**src/rtl/csl_pkg.sv**
```systemverilog
// Shared types, constants and helper functions of the C subset lexer.
package csl_pkg;

   localparam int LINE_MAX_DEF = 255;
   localparam int QUEUE_DEPTH  = 4;
   localparam int KW_COUNT     = 9;

   localparam logic [7:0] CH_NUL   = 8'h00;
   localparam logic [7:0] CH_BANG  = 8'h21;
   localparam logic [7:0] CH_QUOTE = 8'h22;
   localparam logic [7:0] CH_ZERO  = 8'h30;
   localparam logic [7:0] CH_LT    = 8'h3C;
   localparam logic [7:0] CH_EQ    = 8'h3D;
   localparam logic [7:0] CH_GT    = 8'h3E;

   typedef enum logic [2:0] {
      MODE_IDLE,
      MODE_NUM,
      MODE_STR,
      MODE_IDENT,
      MODE_PUNCT,
      MODE_SKIP
   } lex_mode_type;

   typedef enum logic [2:0] {
      KIND_NUM     = 3'd0,
      KIND_STR     = 3'd1,
      KIND_IDENT   = 3'd2,
      KIND_KEYWORD = 3'd3,
      KIND_PUNCT   = 3'd4,
      KIND_EOF     = 3'd5,
      KIND_ERROR   = 3'd6
   } token_kind_type;

   typedef logic [KW_COUNT-1:0] kw_mask_type;

   localparam kw_mask_type KW_ALL = '1;

   // return, if, else, for, while, int, sizeof, char, void
   localparam logic [2:0] KW_LEN [KW_COUNT] = '{
      3'd6, 3'd2, 3'd4, 3'd3, 3'd5, 3'd3, 3'd6, 3'd4, 3'd4
   };

   // right-justified text, first character in the highest used byte
   localparam logic [47:0] KW_TEXT [KW_COUNT] = '{
      48'("return"), 48'("if"), 48'("else"), 48'("for"), 48'("while"),
      48'("int"), 48'("sizeof"), 48'("char"), 48'("void")
   };

   typedef struct packed {
      token_kind_type kind;
      logic [7:0]     start;
      logic [7:0]     len;
      logic [31:0]    value;
      logic [3:0]     kw;
      logic [7:0]     p1;
      logic [7:0]     p2;
   } token_type;

   typedef struct packed {
      token_type  tok0;
      token_type  tok1;
      logic [1:0] count;
      logic       eof;
   } bundle_type;

   typedef struct packed {
      logic full;
      logic empty;
   } queue_stat_type;

   function automatic logic is_space(logic [7:0] b);
      return (b == 8'd32) || (b inside {[8'd9:8'd13]});
   endfunction

   function automatic logic is_digit(logic [7:0] b);
      return b inside {[8'h30:8'h39]};
   endfunction

   function automatic logic is_alpha_u(logic [7:0] b);
      return (b inside {[8'h61:8'h7A], [8'h41:8'h5A], 8'h5F});
   endfunction

   function automatic logic is_punct(logic [7:0] b);
      return (b inside {[8'd33:8'd47], [8'd58:8'd64], [8'd91:8'd96], [8'd123:8'd126]});
   endfunction

   function automatic logic is_op(logic [7:0] b);
      return (b == CH_GT) || (b == CH_LT) || (b == CH_EQ) || (b == CH_BANG);
   endfunction

   function automatic logic [7:0] len_inc(logic [7:0] n);
      return (n == 8'hFF) ? n : n + 8'd1;
   endfunction

   function automatic kw_mask_type kw_filter(kw_mask_type mask, logic [7:0] pos,
                                             logic [7:0] b);
      kw_mask_type m;
      logic [2:0]  sh;
      m = mask;
      for (int k = 0; k < KW_COUNT; k++) begin
         sh = 3'(KW_LEN[k] - 3'd1 - pos[2:0]);
         if ((pos >= {5'd0, KW_LEN[k]}) || (KW_TEXT[k][8*sh +: 8] != b)) begin
            m[k] = 1'b0;
         end
      end
      return m;
   endfunction

   function automatic token_type make_tok(token_kind_type kind, logic [7:0] start,
                                          logic [7:0] len, logic [31:0] value,
                                          logic [3:0] kw, logic [7:0] p1,
                                          logic [7:0] p2);
      token_type t;
      t.kind  = kind;
      t.start = start;
      t.len   = len;
      t.value = value;
      t.kw    = kw;
      t.p1    = p1;
      t.p2    = p2;
      return t;
   endfunction

   function automatic token_type ident_tok(logic [7:0] start, logic [7:0] len,
                                           kw_mask_type cand);
      token_type t;
      t = make_tok(KIND_IDENT, start, len, 32'd0, 4'd0, 8'd0, 8'd0);
      for (int k = KW_COUNT - 1; k >= 0; k--) begin
         if (cand[k] && (len == {5'd0, KW_LEN[k]})) begin
            t = make_tok(KIND_KEYWORD, start, len, 32'd0, 4'(k), 8'd0, 8'd0);
         end
      end
      return t;
   endfunction

endpackage

```
**src/rtl/csl_front.sv**
```systemverilog
// Front end: lexes a byte per cycle unless q_stat.full; bundles each byte's tokens.
module csl_front import csl_pkg::*; #(
   parameter int LINE_MAX = LINE_MAX_DEF
) (
   input  logic           clock,
   input  logic           reset,
   input  logic           req_valid,
   output logic           req_ready,
   input  logic [7:0]     req_char_byte,
   input  logic           req_line_end,
   input  logic           req_file_end,
   input  queue_stat_type q_stat,
   output logic           push,
   output bundle_type     bundle
);

   localparam logic [7:0] COL_LAST = 8'(LINE_MAX - 2);

   lex_mode_type mode_ff, mode_in;
   logic [7:0]   col_ff, col_in;
   logic [7:0]   start_ff, start_in;
   logic [7:0]   len_ff, len_in;
   logic [31:0]  value_ff, value_in;
   kw_mask_type  cand_ff, cand_in;
   logic [7:0]   held_ff, held_in;

   logic         accept;
   logic [7:0]   b;
   logic         eol;
   logic         c_digit, c_alnum, c_zero, c_quote, c_eq;
   logic         cont_num, cont_ident, cont_str;
   logic         close_v, used, start_v, flush_v;
   lex_mode_type mode2;
   logic [7:0]   start2, len2, held2;
   logic [31:0]  value2;
   kw_mask_type  cand2;
   token_type    close_tok, start_tok, flush_tok;

   assign req_ready = !q_stat.full;
   assign accept    = req_valid && req_ready;

   // classify the byte against the token in progress
   always_comb begin
      b          = req_char_byte;
      eol        = req_line_end || req_file_end || (col_ff >= COL_LAST);
      c_digit    = is_digit(b);
      c_alnum    = c_digit || is_alpha_u(b);
      c_zero     = (b == CH_NUL);
      c_quote    = (b == CH_QUOTE);
      c_eq       = (b == CH_EQ);
      cont_num   = (mode_ff == MODE_NUM) && c_digit;
      cont_ident = (mode_ff == MODE_IDENT) && c_alnum;
      cont_str   = (mode_ff == MODE_STR) && !c_quote && !c_zero;
      close_v    = ((mode_ff == MODE_NUM) && !c_digit) ||
                   ((mode_ff == MODE_IDENT) && !c_alnum) ||
                   (mode_ff == MODE_PUNCT) ||
                   ((mode_ff == MODE_STR) && (c_quote || c_zero));
      used       = cont_num || cont_ident || ((mode_ff == MODE_PUNCT) && c_eq) ||
                   (mode_ff == MODE_STR) || (mode_ff == MODE_SKIP);

      if (cont_num) begin
         mode2 = MODE_NUM;
      end else if (cont_ident) begin
         mode2 = MODE_IDENT;
      end else if (cont_str) begin
         mode2 = MODE_STR;
      end else if (((mode_ff == MODE_STR) && c_zero) || (mode_ff == MODE_SKIP)) begin
         mode2 = MODE_SKIP;
      end else begin
         mode2 = MODE_IDLE;
      end
      start2  = start_ff;
      len2    = (cont_num || cont_ident || cont_str) ? len_inc(len_ff) : 8'd0;
      value2  = cont_num ? (value_ff << 3) + (value_ff << 1) + {24'd0, b - CH_ZERO}
                         : 32'd0;
      cand2   = cont_ident ? kw_filter(cand_ff, len_ff, b) : KW_ALL;
      held2   = 8'd0;
      start_v = 1'b0;

      if (!used) begin
         if (c_zero) begin
            mode2 = MODE_SKIP;
         end else if (is_space(b)) begin
            mode2 = MODE_IDLE;
         end else if (c_digit) begin
            mode2  = MODE_NUM;
            start2 = col_ff;
            len2   = 8'd1;
            value2 = {24'd0, b - CH_ZERO};
         end else if (c_quote) begin
            mode2  = MODE_STR;
            start2 = col_ff;
            len2   = 8'd0;
         end else if (is_alpha_u(b)) begin
            mode2  = MODE_IDENT;
            start2 = col_ff;
            len2   = 8'd1;
            cand2  = kw_filter(KW_ALL, 8'd0, b);
         end else if (is_op(b)) begin
            mode2  = MODE_PUNCT;
            start2 = col_ff;
            held2  = b;
         end else begin
            start_v = 1'b1;
         end
      end

      flush_v = eol && ((mode2 == MODE_NUM) || (mode2 == MODE_IDENT) ||
                        (mode2 == MODE_PUNCT) || (mode2 == MODE_STR));
   end

   // next state
   always_comb begin
      mode_in  = mode_ff;
      col_in   = col_ff;
      start_in = start_ff;
      len_in   = len_ff;
      value_in = value_ff;
      cand_in  = cand_ff;
      held_in  = held_ff;
      if (accept) begin
         if (eol) begin
            mode_in  = MODE_IDLE;
            col_in   = 8'd0;
            start_in = req_file_end ? 8'd0 : start2;
            len_in   = 8'd0;
            value_in = 32'd0;
            cand_in  = KW_ALL;
            held_in  = 8'd0;
         end else begin
            mode_in  = mode2;
            col_in   = col_ff + 8'd1;
            start_in = start2;
            len_in   = len2;
            value_in = value2;
            cand_in  = cand2;
            held_in  = held2;
         end
      end
   end

   // tokens caused by this byte
   always_comb begin
      case (mode_ff)
         MODE_NUM: begin
            close_tok = make_tok(KIND_NUM, start_ff, len_ff, value_ff, 4'd0, 8'd0, 8'd0);
         end
         MODE_IDENT: begin
            close_tok = ident_tok(start_ff, len_ff, cand_ff);
         end
         MODE_PUNCT: begin
            close_tok = make_tok(KIND_PUNCT, start_ff, c_eq ? 8'd2 : 8'd1, 32'd0, 4'd0,
                                 held_ff, c_eq ? CH_EQ : 8'd0);
         end
         MODE_STR: begin
            close_tok = make_tok(c_quote ? KIND_STR : KIND_ERROR, start_ff, len_ff,
                                 32'd0, 4'd0, 8'd0, 8'd0);
         end
         default: begin
            close_tok = '0;
         end
      endcase

      start_tok = make_tok(is_punct(b) ? KIND_PUNCT : KIND_ERROR, col_ff, 8'd1, 32'd0,
                           4'd0, b, 8'd0);

      case (mode2)
         MODE_NUM: begin
            flush_tok = make_tok(KIND_NUM, start2, len2, value2, 4'd0, 8'd0, 8'd0);
         end
         MODE_IDENT: begin
            flush_tok = ident_tok(start2, len2, cand2);
         end
         MODE_PUNCT: begin
            flush_tok = make_tok(KIND_PUNCT, start2, 8'd1, 32'd0, 4'd0, held2, 8'd0);
         end
         MODE_STR: begin
            flush_tok = make_tok(KIND_ERROR, start2, len2, 32'd0, 4'd0, 8'd0, 8'd0);
         end
         default: begin
            flush_tok = '0;
         end
      endcase

      bundle.tok0  = close_v ? close_tok : (start_v ? start_tok : flush_tok);
      bundle.tok1  = start_v ? start_tok : flush_tok;
      bundle.count = 2'({1'b0, close_v} + {1'b0, start_v} + {1'b0, flush_v});
      bundle.eof   = req_file_end;
      push         = accept && ((bundle.count != 2'd0) || req_file_end);
   end

   always_ff @(posedge clock) begin
      if (reset) begin
         mode_ff  <= MODE_IDLE;
         col_ff   <= 8'd0;
         start_ff <= 8'd0;
         len_ff   <= 8'd0;
         value_ff <= 32'd0;
         cand_ff  <= KW_ALL;
         held_ff  <= 8'd0;
      end else begin
         mode_ff  <= mode_in;
         col_ff   <= col_in;
         start_ff <= start_in;
         len_ff   <= len_in;
         value_ff <= value_in;
         cand_ff  <= cand_in;
         held_ff  <= held_in;
      end
   end

endmodule

```
**src/rtl/csl_queue.sv**
```systemverilog
// Short queue of token bundles between the front and back ends.
module csl_queue import csl_pkg::*; (
   input  logic           clock,
   input  logic           reset,
   input  logic           push,
   input  bundle_type     push_data,
   input  logic           pop,
   output bundle_type     head,
   output queue_stat_type q_stat
);

   localparam int PTR_W = (QUEUE_DEPTH > 1) ? $clog2(QUEUE_DEPTH) : 1;
   localparam int CNT_W = $clog2(QUEUE_DEPTH + 1);

   bundle_type       mem_ff [QUEUE_DEPTH];
   logic [PTR_W-1:0] wr_ptr_ff, wr_ptr_in;
   logic [PTR_W-1:0] rd_ptr_ff, rd_ptr_in;
   logic [CNT_W-1:0] count_ff, count_in;

   function automatic logic [PTR_W-1:0] ptr_next(logic [PTR_W-1:0] p);
      return (p == PTR_W'(QUEUE_DEPTH - 1)) ? '0 : p + PTR_W'(1);
   endfunction

   assign head         = mem_ff[rd_ptr_ff];
   assign q_stat.full  = (count_ff == CNT_W'(QUEUE_DEPTH));
   assign q_stat.empty = (count_ff == '0);

   always_comb begin
      wr_ptr_in = push ? ptr_next(wr_ptr_ff) : wr_ptr_ff;
      rd_ptr_in = pop ? ptr_next(rd_ptr_ff) : rd_ptr_ff;
      count_in  = count_ff;
      if (push && !pop) begin
         count_in = count_ff + CNT_W'(1);
      end else if (pop && !push) begin
         count_in = count_ff - CNT_W'(1);
      end
   end

   always_ff @(posedge clock) begin
      if (push) begin
         mem_ff[wr_ptr_ff] <= push_data;
      end
   end

   always_ff @(posedge clock) begin
      if (reset) begin
         wr_ptr_ff <= '0;
         rd_ptr_ff <= '0;
         count_ff  <= '0;
      end else begin
         wr_ptr_ff <= wr_ptr_in;
         rd_ptr_ff <= rd_ptr_in;
         count_ff  <= count_in;
      end
   end

endmodule

```
**src/rtl/csl_back.sv**
```systemverilog
// Back end: unpacks each bundle into single tokens behind an output register.
module csl_back import csl_pkg::*; (
   input  logic           clock,
   input  logic           reset,
   input  bundle_type     head,
   input  queue_stat_type q_stat,
   output logic           pop,
   output logic           rsp_valid,
   input  logic           rsp_ready,
   output token_type      rsp_tok,
   output logic           rsp_last
);

   logic [1:0] pos_ff, pos_in;
   logic       valid_ff, valid_in;
   token_type  tok_ff;
   logic       last_ff;

   logic [1:0] total;
   logic       last;
   logic       load;
   token_type  sel_tok;

   always_comb begin
      total = 2'(head.count + {1'b0, head.eof});
      last  = (pos_ff == total - 2'd1);
      if (pos_ff < head.count) begin
         sel_tok = (pos_ff == 2'd0) ? head.tok0 : head.tok1;
      end else begin
         sel_tok = make_tok(KIND_EOF, 8'd0, 8'd0, 32'd0, 4'd0, 8'd0, 8'd0);
      end
      load     = !q_stat.empty && (!valid_ff || rsp_ready);
      pop      = load && last;
      pos_in   = load ? (last ? 2'd0 : pos_ff + 2'd1) : pos_ff;
      valid_in = load ? 1'b1 : (rsp_ready ? 1'b0 : valid_ff);
   end

   assign rsp_valid = valid_ff;
   assign rsp_tok   = tok_ff;
   assign rsp_last  = last_ff;

   always_ff @(posedge clock) begin
      if (load) begin
         tok_ff  <= sel_tok;
         last_ff <= last;
      end
   end

   always_ff @(posedge clock) begin
      if (reset) begin
         pos_ff   <= 2'd0;
         valid_ff <= 1'b0;
      end else begin
         pos_ff   <= pos_in;
         valid_ff <= valid_in;
      end
   end

endmodule

```
**src/rtl/c_subset_lexer.sv**
```systemverilog
// Top level of the byte-serial C subset lexer.
//
//   channel  direction  handshake              word
//   req_     in         req_valid / req_ready  one source byte with line and file marks
//   rsp_     out        rsp_valid / rsp_ready  one token
//
// The front end takes one byte per cycle while the bundle queue has room.
// Each byte yields up to three tokens; the back end sends one token per cycle
// while rsp_ready is high, so bytes that cause several tokens let the queue fill
// and req_ready drop. A token passes the queue and then the output register.
// Reset is synchronous and clears lexer state, queue and output valid.
module c_subset_lexer import csl_pkg::*; #(
   parameter int LINE_MAX = LINE_MAX_DEF
) (
   input  logic        clock,
   input  logic        reset,
   input  logic        req_valid,
   output logic        req_ready,
   input  logic [7:0]  req_char_byte,
   input  logic        req_line_end,
   input  logic        req_file_end,
   output logic        rsp_valid,
   input  logic        rsp_ready,
   output logic [2:0]  rsp_token_kind,
   output logic [7:0]  rsp_start_column,
   output logic [7:0]  rsp_token_length,
   output logic [31:0] rsp_number_value,
   output logic [3:0]  rsp_keyword_index,
   output logic [7:0]  rsp_punct_first,
   output logic [7:0]  rsp_punct_second,
   output logic        rsp_last_of_run
);

   queue_stat_type q_stat;
   logic           push;
   logic           pop;
   bundle_type     push_data;
   bundle_type     head;
   token_type      rsp_tok;

   csl_front #(
      .LINE_MAX(LINE_MAX)
   ) u_front (
      .clock        (clock),
      .reset        (reset),
      .req_valid    (req_valid),
      .req_ready    (req_ready),
      .req_char_byte(req_char_byte),
      .req_line_end (req_line_end),
      .req_file_end (req_file_end),
      .q_stat       (q_stat),
      .push         (push),
      .bundle       (push_data)
   );

   csl_queue u_queue (
      .clock    (clock),
      .reset    (reset),
      .push     (push),
      .push_data(push_data),
      .pop      (pop),
      .head     (head),
      .q_stat   (q_stat)
   );

   csl_back u_back (
      .clock    (clock),
      .reset    (reset),
      .head     (head),
      .q_stat   (q_stat),
      .pop      (pop),
      .rsp_valid(rsp_valid),
      .rsp_ready(rsp_ready),
      .rsp_tok  (rsp_tok),
      .rsp_last (rsp_last_of_run)
   );

   assign rsp_token_kind    = rsp_tok.kind;
   assign rsp_start_column  = rsp_tok.start;
   assign rsp_token_length  = rsp_tok.len;
   assign rsp_number_value  = rsp_tok.value;
   assign rsp_keyword_index = rsp_tok.kw;
   assign rsp_punct_first   = rsp_tok.p1;
   assign rsp_punct_second  = rsp_tok.p2;

endmodule

```
**config.mk**
```make
export PLATFORM = sky130hd
export DESIGN_NAME = c_subset_lexer
export DESIGN_NICKNAME = d
export VERILOG_FILES = /design/src/rtl/csl_pkg.sv /design/src/rtl/csl_front.sv /design/src/rtl/csl_queue.sv /design/src/rtl/csl_back.sv /design/src/rtl/c_subset_lexer.sv
export SDC_FILE = /design/constraint.sdc
export NUM_CORES = 1
export LEC_CHECK = 0
export ABC_AREA = 0
export ABC_CLOCK_PERIOD_IN_PS = 12950
export BUFFER_PORTS_ARGS = -buffer_cell sky130_fd_sc_hd__buf_2
export CAP_MARGIN = 20
export CORE_UTILIZATION = 42
export CTS_CLUSTER_DIAMETER = 150
export CTS_CLUSTER_SIZE = 28
export DETAILED_ROUTE_END_ITERATION = 8
export REMOVE_ABC_BUFFERS = 1
export SLEW_MARGIN = 20
export SYNTH_ARGS = -nofsm -noshare
export SYNTH_HDL_FRONTEND = slang
export SYNTH_SLANG_ARGS = --single-unit
```
**constraint.sdc**
```tcl
create_clock -name clock -period 12.95 [get_ports clock]
set_clock_uncertainty 0.05 [all_clocks]
set_input_delay 1.9425 -clock clock [delete_from_list [all_inputs] [get_ports clock]]
set_output_delay 1.9425 -clock clock [all_outputs]
set_load 0.02 [all_outputs]
```
Word level (Yosys, flattened, before mapping)
Memories as Yosys holds them, arrays and structs flattened. A register that Yosys moved wholly into a read port is not among the register bits.
Cells that the tools add are included.

operators by class
  add/sub/neg operators = 19
  $lt $le $gt $ge = 23
  equal/unequal tests = 48
  shift-type cells = 9
  multiplexer cells = 115
  reduce and logical (&&, ||, !) cells = 90

operators by type and width
  operator                   count
  $mux W69                   18
  $pmux W71 S4               2
  $shiftx A48 B7 Y8 const A  9
  $mux W8                    27
  $mux W71                   3
  $mux W32                   6
  $mux W9                    8
  $ne A8 B8 Y1               9
  $ne A7 B8 Y1 const A       8
  $eq A8 B3 Y1 const B       6
  $eq A8 B6 Y1 const B       6
  $mux W3                    15
  $logic_and A1 B1 Y1        42
  $le A8 B7 Y1 const B       5
  $add A32 B32 Y32           1
  $add A32 B8 Y32            1
  $eq A8 B2 Y1 const B       4
  $ge A8 B7 Y1 const B       4
  $logic_or A1 B1 Y1         31
  $mux W1                    28
  $ge A8 B3 Y1 const B       3
  $ge A8 B6 Y1 const B       3
  $add A8 B1 Y8 const B      2
  $ge A8 B2 Y1 const B       2
  31 further kinds           61

word-level totals
  register bits after elaboration = 158
  memory bits (writable) = 580
  input port bits = 14
  output and inout bits = 74
  word-level logic and storage cells = 325
  memories kept = 1

memories
  memory          words  width  rd ports  clocked after memory_dff  write ports  line             RTL
  u_queue.mem_ff  4      145    1         1                         1            csl_queue.sv:15  bundle_type mem_ff [QUEUE_DEPTH];

Logic depth before layout (Yosys ltp)
Gate-level depths: netlist (run 1).

  depth after elaboration = 28
  gate-level depth with buffers = 20
  depth with buffers taken out = 18

Hierarchy
A second synthesis (run 1) with hierarchy kept.

second synthesis, totals
  cell total of the unflattened synthesis = 2217
  area total of the unflattened synthesis = 33301.9 um^2

by module, submodules not included
  module     times used  cells an instance  area an instance (um^2)  seq. area each (um^2)
  csl_queue  1           801                21330.5                  17596.9
  csl_front  1           1155               8475.6                   1521.5
  csl_back   1           261                3495.9                   2222.1

Least setup slack after synthesis (run 1)
Ideal clock, no wire load.

  kind = in2reg
  start = input req_char_byte[4]
  end = memory u_queue.mem_ff[0][0] in the netlist's numbering, enable pin
  data arrival time = 8.421 ns
  slack = 3.975 ns
  cell stages on the path = 14
  buffers on the path = 1
  cell sequence = clkbuf_1 inv_1 ha_1 inv_1 o32ai_1 a222oi_1 nand2_2 o41ai_1 a21oi_1 and2_1 o21ai_0 fa_1 a31oi_1 and2_1

on the way
  word-level cells in the longest chain between the ends = 25
  elaborated cells on any way between the ends = 81
  classes of those cells = add/sub (2); order compare (8); eq/ne (11); mux (20); reduce/logical (40)

RTL lines
  element                                                line                              RTL
  start: declaration                                     c_subset_lexer.sv:19              input logic [7:0] req_char_byte,
  $ge A8 B7 Y1, or another cell as far along             csl_pkg.sv:81                     return (b inside {[8'h61:8'h7A], [8'h41:8'h5A], 8'h5F});
  $logic_and A1 B1 Y1, or another cell as far along      csl_pkg.sv:81
  $reduce_bool A3 Y1, or another cell as far along       csl_pkg.sv:81
  $logic_or A1 B1 Y1, or another cell as far along       csl_front.sv:47                   c_alnum = c_digit || is_alpha_u(b);
  $logic_and A1 B1 Y1 / $mux W3 (equally long branches)  csl_front.sv:52, csl_front.sv:65
  $mux W3                                                csl_front.sv:63                   end else if (cont_ident) begin
  $mux W3                                                csl_front.sv:61                   if (cont_num) begin
  $mux W3                                                csl_front.sv:99                   end else if (is_op(b)) begin
  [... 10 more ...]                                      --
  $logic_and A1 B1 Y1                                    csl_front.sv:108                  flush_v = eol && ((mode2 == MODE_NUM) || (mode2 == MODE_IDENT) ||
  $add A2 B1 Y2 (*)                                      csl_front.sv:187                  bundle.count = 2'({1'b0, close_v} + {1'b0, start_v} + {1'b0, flush_v});
  $reduce_bool A2 Y1 (*)                                 csl_front.sv:189                  push = accept && ((bundle.count != 2'd0) || req_file_end);
  $logic_or A1 B1 Y1 (*)                                 csl_front.sv:189
  $logic_and A1 B1 Y1 (*)                                csl_front.sv:189
  net push                                               c_subset_lexer.sv:35              logic push;
  $mux W1 (*)                                            csl_queue.sv:40                   if (push) begin
  $mux W1 (implied by the code) (*)                      csl_queue.sv:41                   mem_ff[wr_ptr_ff] <= push_data;
  end: declaration                                       csl_queue.sv:15

The timed path passes the listed nets; every way through them passes the cells marked *.

Worst setup path after layout (run 1)
  start = input req_char_byte[4]
  end = memory u_queue.mem_ff[1][38] in the netlist's numbering, enable pin

Same word-level chain as after synthesis.

==> results.json, run 1 <==
{
  "whs_path_depth": 2,
  "first_iter_violations": 1444,
  "synthAdderAreaFrac_pct": 4.04,
  "total_power_mw": 5.11,
  "syn_area_sq_um": 30600,
  "cts_buffers": 28,
  "endpoint_kind": "flip-flop",
  "worst_ep_arrival_time_ps": 8260,
  "drc": 0,
  "insertion_delay_ps": 610,
  "async_reset_ff_share_pct": 0,
  "drv_cap": 0,
  "yosys-top-cells-area": "edfxtp_1 57%, mux4_2 9.6%, dfxtp_1 5.8%, ha_1 3.5%, nor2_1 2.6%",
  "seq_area_frac_synth_pct": 63.2,
  "drv_slew": 0,
  "die-area_sq_um": 73900,
  "dp_slack_ps": 4280,
  "cp_cell_sequence": "buf_2 -> ha_1 -> nor3b_1 -> a211oi_1 -> o21ai_0 -> o311ai_0 -> a21oi_1 -> nand2_1 -> and2_1 -> o21ai_0 -> fa_1 -> a31oi_1 -> and2_4 -> buf_4",
  "synth_seq_cells": 673,
  "reg2regPathDepth": 11,
  "portBuffers": 84,
  "synth_edf_count": 585,
  "powerDensity_nw_per_um2": 156,
  "viasPerCell": 5.76,
  "fin_area_sq_um": 32800,
  "critPathMaxFanout": 54,
  "globalRouteMet3Util_pct": 2.34,
  "fin_ws_ps": 4890,
  "worst_slew_pin_slew_ps": 1020,
  "setup_viol": 0,
  "postSynthCellCount": 2102,
  "pin_count": 88,
  "min_path_type": "reg -> reg",
  "hp-start": "u_front.held_ff[3]",
  "clock_sinks": 673,
  "run_status": "finished clean",
  "post_cts_buffers": 0,
  "syn2layout_area_growth_pct": 7.32,
  "cts_tree": "built",
  "gp_congestion": 0.884,
  "cp_data_required_time_ps": 13150,
  "n_antenna_cell": 0,
  "final_util_pct": 45.7,
  "place_hpwl_mm": 45.6,
  "leakage_nw": 11.9,
  "start_util_pct": 42.6,
  "reg2reg_from": "u_front.mode_ff[2]",
  "nets": 2232,
  "worst-path-stages": 14,
  "ys_warn_count": 0,
  "core-area_sq_um": 71700,
  "drive_gt1_share_pct": 14.6,
  "max_stage_delay_ps": 830,
  "use_met2_pct": 32.5,
  "cp_slowest_cell": "and2_4",
  "fillCellCount": 6303,
  "yosysTopAreaCellShare_pct": 57.5,
  "critPathLaunch": "req_char_byte[4]",
  "rows": 98,
  "clk_pin_slew_ps": 110,
  "placed_area_sq_um": 32000,
  "crit_type": "in -> reg",
  "synth.area.mux_share_pct": 11.9,
  "grt-ovfl-total": 0,
  "final.setup.tns_ps": 0,
  "syn_area_per_cell_sq_um": 14.5,
  "clock-root-buffer": "clkbuf_16",
  "grt_pass1_vias": 18143,
  "cpMostUsedCell": "o21ai_0",
  "crit_family": "compound AO/OA/AOI/OAI gates",
  "dieHeight_um": 272,
  "vias": 17845,
  "gr-usage-met1_pct": 26.3,
  "wl_mm": 70.8,
  "detail-route-antenna-nets": 0,
  "grt_first_pass_wirelength_mm": 110,
  "grt_max_degree": 100,
  "antenna_found_initial": 3,
  "synth_compound_area_share_pct": 8.37,
  "rsz0062_at_grt": "false",
  "synth-simple-area-share_pct": 8.43,
  "crit_path_start_kind": "input port",
  "period_needed_ps": 8060,
  "busiest_layer": "met2",
  "clockBufferDepth": 3,
  "wl_per_cell_um": 22.9,
  "hold_buffers": 0,
  "cts_htree_levels": 1,
  "yosysTopAreaCell": "edfxtp_1",
  "synthFlopType": "edfxtp_1",
  "hold_viol": 0,
  "ir_drop_uv": 106,
  "die_x_um": 272,
  "cts_resized": 0,
  "first_pass_iters": 7,
  "finalCritPeriodShare_pct": 62.3,
  "yosys.cell_types.count": 88,
  "crit_buf_inv": 2,
  "grt_use_total_pct": 19.2,
  "synth-xor-area-share_pct": 1.55,
  "synth_top_family_by_area": "multiplexers",
  "ff2ff_setup_slack_ps": 6590,
  "fmax_ghz": 0.124,
  "relSlewSlack_pct": 32.0
}
where the power goes:
part / internal, mW / switching [mW]
sequential: 2.72 / 0.0863
clock: 0.432 / 0.645
combinational: 0.434 / 0.794
total: 3.59 / 1.53
per-stage QoR:
stage | hold slack (ps) | instances
floorplan | 373 | 1980
global placement | 381 | 3044
detailed placement | 387 | 3044
CTS | 404 | 3096
global route | 432 | 3096
finish | 401 | 3096
sequential cells by signal, summed over array words and instances, names as in the netlist, 8 cells and up, named ones only:
name / flops
u_queue.mem_ff: 520
u_front.value_ff: 32
u_front.cand_ff: 9
u_front.col_ff: 8
u_front.held_ff: 8
u_front.len_ff: 8
u_front.start_ff: 8
u_back.rsp_tok: 64
worst min-delay path, stage by stage (launching register included):
cell and delay (ps):
dfxtp_1 330, nand2_1 50, nand2_1 40
synthesized netlist by cell type (7+ instances only):
cell type and instances:
a211oi_1 9, a21o_1 46, a21oi_1 60, a22o_1 32, a22oi_1 40, a31oi_1 8
a32oi_1 7, and2_1 26, and3_1 20, and4_1 8, buf_1 30, buf_4 7
clkbuf_1 81, dfxtp_1 88, edfxtp_1 585, fa_1 8, ha_1 86, inv_1 61
mux2i_1 71, mux4_2 130, nand2_1 106, nand2b_1 10, nand3_1 23, nand4_1 12
nor2_1 211, nor2b_1 15, nor3_1 29, nor3b_1 10, o211ai_1 14, o21a_1 10
o21ai_0 52, o22ai_1 16, or3_1 16, xnor2_1 30, xor2_1 24
path summary, 6_finish.rpt:
kind / endpoint
worst min-delay path: u_front.held_ff[3]
worst max register to register: u_queue.mem_ff[1][38]
worst min register to register: u_front.held_ff[3]
worst max-delay path: u_queue.mem_ff[1][38]
layout make-up:
type	count	area, sq um	area share (%)
clock buffers	50	805	2.45
clock inverters	2	31.3	0.0953
inverters	63	238	0.725
multi-input cells	1244	10600	32.2
flip-flops and latches	673	19300	58.9
well taps	950	1190	3.62
repair buffers	114	658	2.01
cells in the final DEF, fill, tap and decap left out, drive strengths merged, types with 55 or more instances in the layout:
cell type,synthesis,final
o21ai,55,55
dfxtp,88,88
mux4,130,130
a21oi,60,60
mux2i,71,71
inv,62,63
ha,86,86
nand2,107,107
edfxtp,585,585
buf,43,114
nor2,211,211
logic make-up after synthesis:
logic type | after synthesis
adder cells (fa/ha/maj) | 94
XOR/XNOR | 54
other | 1
flip-flops | 673
AND/OR/NAND/NOR | 528
buffers and inverters | 187
AO/OA/AOI/OAI | 363
multiplexers | 202
per-layer routing:
metal | vias to the layer above | wire length, um | share of wire (%)
met5 | - | 0 | 0
met4 | 0 | 1650 | 2.3
met3 | 86 | 3210 | 4.5
met2 | 421 | 34700 | 49
met1 | 9179 | 31200 | 44
li1 | 8159 | - | -
No activity file was read; power rests on OpenSTA's default activity.
==> run 2: changes to the inputs <==
Settings changed: ABC_AREA 0 to 1, ABC_CLOCK_PERIOD_IN_PS 12950 to 7600.
Clock period 12.95 ns to 7.6 ns, I/O delays scaled along.
==> run 2 against run 1 <==
Die area up 3.6%. Cell count up 33%. Critical path type unchanged. Register-to-register slack worse by 4600 ps. Global-route usage up 1.9 points.
==> results.json, run 2 <==
{
  "synth-xor-area-share_pct": 0.885,
  "detail-route-antenna-nets": 0,
  "crit_type": "in -> reg",
  "crit_path_start_kind": "input port",
  "grt_use_total_pct": 21.1,
  "synthMostInstantiatedCell": "edfxtp_1",
  "die_x_um": 277,
  "worst-path-stages": 20,
  "synth.area.mux_share_pct": 0,
  "yosys.cell_types.count": 58,
  "final_common_cell": "edfxtp_1",
  "synthTopCellsByCount": "585 x edfxtp_1, 561 x nand2_1, 395 x nor2_1, 329 x o21ai_0, 206 x a21oi_1",
  "wl_per_cell_um": 19.9,
  "place_hpwl_mm": 50.7,
  "drv_slew": 0,
  "rsz0062_at_grt": "false",
  "placed_area_sq_um": 33000,
  "yosysTopAreaCell": "edfxtp_1",
  "final_util_pct": 45.4,
  "core-area_sq_um": 74600,
  "fin_area_sq_um": 33800,
  "yosysTopAreaCellShare_pct": 55.5,
  "drv_cap": 0,
  "sequentialPowerShare_pct": 50.2,
  "drive_gt1_share_pct": 8.86,
  "clk_pin_slew_ps": 110,
  "relSlewSlack_pct": 25.8,
  "gp_congestion": 0.917,
  "synthFlopType": "edfxtp_1",
  "grt_max_degree": 192,
  "final_cell_mix": "585 x edfxtp_1, 560 x nand2_1, 390 x nor2_1",
  "dpl.cell_count": 4053,
  "antenna_found_initial": 3,
  "portBuffers": 84,
  "viasPerCell": 5.48,
  "endpoint_kind": "flip-flop",
  "cp_cell_sequence": "buf_2 -> ha_1 -> nand2_1 -> inv_2 -> nand2_4 -> nor2_2 -> buf_4 -> inv_1 -> nand4_4 -> nor2_2 -> nand2_1 -> nand3_1 -> o21ai_2 -> nand2_4 -> nand2_1 -> fa_1 -> a31oi_1 -> inv_1 -> nor2_4 -> buf_12",
  "syn_area_per_cell_sq_um": 10.1,
  "insertion_delay_ps": 630,
  "critPathMaxFanout": 84,
  "vias": 22531,
  "postSynthCellCount": 3134,
  "synth_edf_count": 585,
  "switching_share_pct": 36.3,
  "powerDensity_nw_per_um2": 288,
  "synth-simple-area-share_pct": 16.1,
  "worst_slew_pin_slew_ps": 1110,
  "clkPwrFrac_pct": 19.1,
  "hold_viol": 0,
  "run_status": "finished clean",
  "largest_register_ffs": 520,
  "synthAdderAreaFrac_pct": 3.90,
  "start_util_pct": 42.5,
  "fmax_ghz": 0.170,
  "clock_sinks": 673,
  "fillCellCount": 7063,
  "synth_top_family_by_area": "simple AND/OR/NAND/NOR gates",
  "syn_area_sq_um": 31700,
  "dieHeight_um": 277,
  "whs_path_depth": 2,
  "pin_count": 88,
  "first_iter_violations": 1934,
  "crit_family": "buffers and inverters",
  "period_needed_ps": 5900,
  "min_path_type": "reg -> reg",
  "rows": 100,
  "cpMostUsedCell": "nand2_1",
  "leakage_nw": 12.6,
  "post_cts_buffers": 0,
  "ys_warn_count": 0,
  "hp-start": "u_front.held_ff[7]",
  "syn2layout_area_growth_pct": 6.89,
  "p_int_mw": 6.21,
  "cts_tree": "built",
  "cts_buffers": 28,
  "synth_compound_area_share_pct": 13.0,
  "wl_mm": 81.9,
  "grt-ovfl-total": 0,
  "crit_buf_inv": 6,
  "clockBufferDepth": 3,
  "reg2reg_from": "u_front.mode_ff[2]",
  "async_reset_ff_share_pct": 0,
  "combPwrFrac_pct": 30.7,
  "cp_slowest_cell": "buf_12",
  "die-area_sq_um": 76500,
  "synth_seq_cells": 673,
  "cts_resized": 0,
  "top_register": "u_queue.mem_ff",
  "hold_buffers": 0,
  "critPathLaunch": "req_char_byte[5]",
  "grt_pass1_vias": 21803,
  "first_pass_iters": 5,
  "p_sw_mw": 3.54,
  "ir_drop_uv": 287,
  "max_stage_delay_ps": 480,
  "clock-root-buffer": "clkbuf_16",
  "finalCritPeriodShare_pct": 77.6,
  "worst_ep_arrival_time_ps": 6120,
  "setup_viol": 0,
  "cts_htree_levels": 1,
  "yosys-top-cells-area": "edfxtp_1 55%, nand2_1 6.7%, dfxtp_1 5.6%, o21ai_0 5.2%, nor2_1 4.7%",
  "instances_no_fill": 4108,
  "grt_first_pass_wirelength_mm": 127,
  "reg2regPathDepth": 18,
  "drc": 0,
  "cp_data_required_time_ps": 7830,
  "seq_area_frac_synth_pct": 61.0,
  "nets": 3223
}
## run 2: cell types whose count changed after synthesis, sizes merged, moves of 41 or more
cell,change
a21o,-46
mux2i,-71
nand3,+88
o22ai,+112
o21ai,+291
clkbuf,+41
inv,+149
a21oi,+146
nor2,+205
nand2,+487
mux4,-130
## run 2: path summary, 6_finish.rpt
| path | slack, ps | end |
|---|---|---|
| setup / recovery | 1700 | u_queue.mem_ff[2][24] |
| hold / removal | 400 | u_front.held_ff[7] |
| setup reg to reg | 1960 | u_queue.mem_ff[2][24] |
| hold reg to reg | 400 | u_front.held_ff[7] |
## run 2: area by class of cell
type / count / area, sq um / area share (%)
antenna: 2 / 5.00 / 0.0148
clock buffer: 51 / 810 / 2.39
multi-input combinational: 2078 / 10900 / 32.1
sequential: 673 / 19300 / 57.1
timing repair buffer: 115 / 751 / 2.22
clock inverter: 1 / 30.0 / 0.0887
tap: 969 / 1210 / 3.58
inverter: 219 / 838 / 2.48
## run 2: kinds of logic after synthesis
family | count (synthesis)
AOI/OAI and AO/OA | 747
xor gates and xnor gates | 32
adders and majority gates | 94
buffers and inverters | 385
DFF | 673
other | 1
and+or+nand+nor | 1202
## run 2: power by group through the flow
stage	Sequential [mW]	Combinational [mW]	Clock (mW)
5_1_grt	4.96	3.30	2.01
6_report	4.90	2.99	1.86
4_1_cts	4.91	3.06	1.91
3_5_place_dp	4.99	3.04	0
3_3_place_gp	4.99	3.03	0
2_1_floorplan	5.35	1.56	0
## run 2: worst min-delay path: cells and delay by family (launching register included)
kind,cells,cell delay [ps]
AND/OR/NAND/NOR,1,50
flip-flops,1,320
buffers and inverters,1,50
## run 2: through the flow
| step | hold WS, ps | power [mW] | setup TNS, ps | worst slack [ps] |
|---|---|---|---|---|
| finish | 397 | 9.76 | 0 | 1700 |
| global route | 433 | 10.3 | 0 | 1410 |
| CTS | 398 | 9.87 | 0 | 1750 |
| detailed placement | 381 | 8.03 | 0 | 1070 |
| global placement | 380 | 8.02 | 0 | 1140 |
| floorplan | 366 | 6.91 | -1781870 | -4210 |
## run 2: metal layers
| layer | up-vias | share of wire [%] | track usage [%] |
|---|---|---|---|
| li1 | 10880 | - | - |
| met1 | 10978 | 45 | 28.9 |
| met2 | 553 | 48 | 36.0 |
| met3 | 118 | 4.2 | 1.79 |
| met4 | 2 | 2.7 | 5.82 |
| met5 | - | 0.016 | 0 |
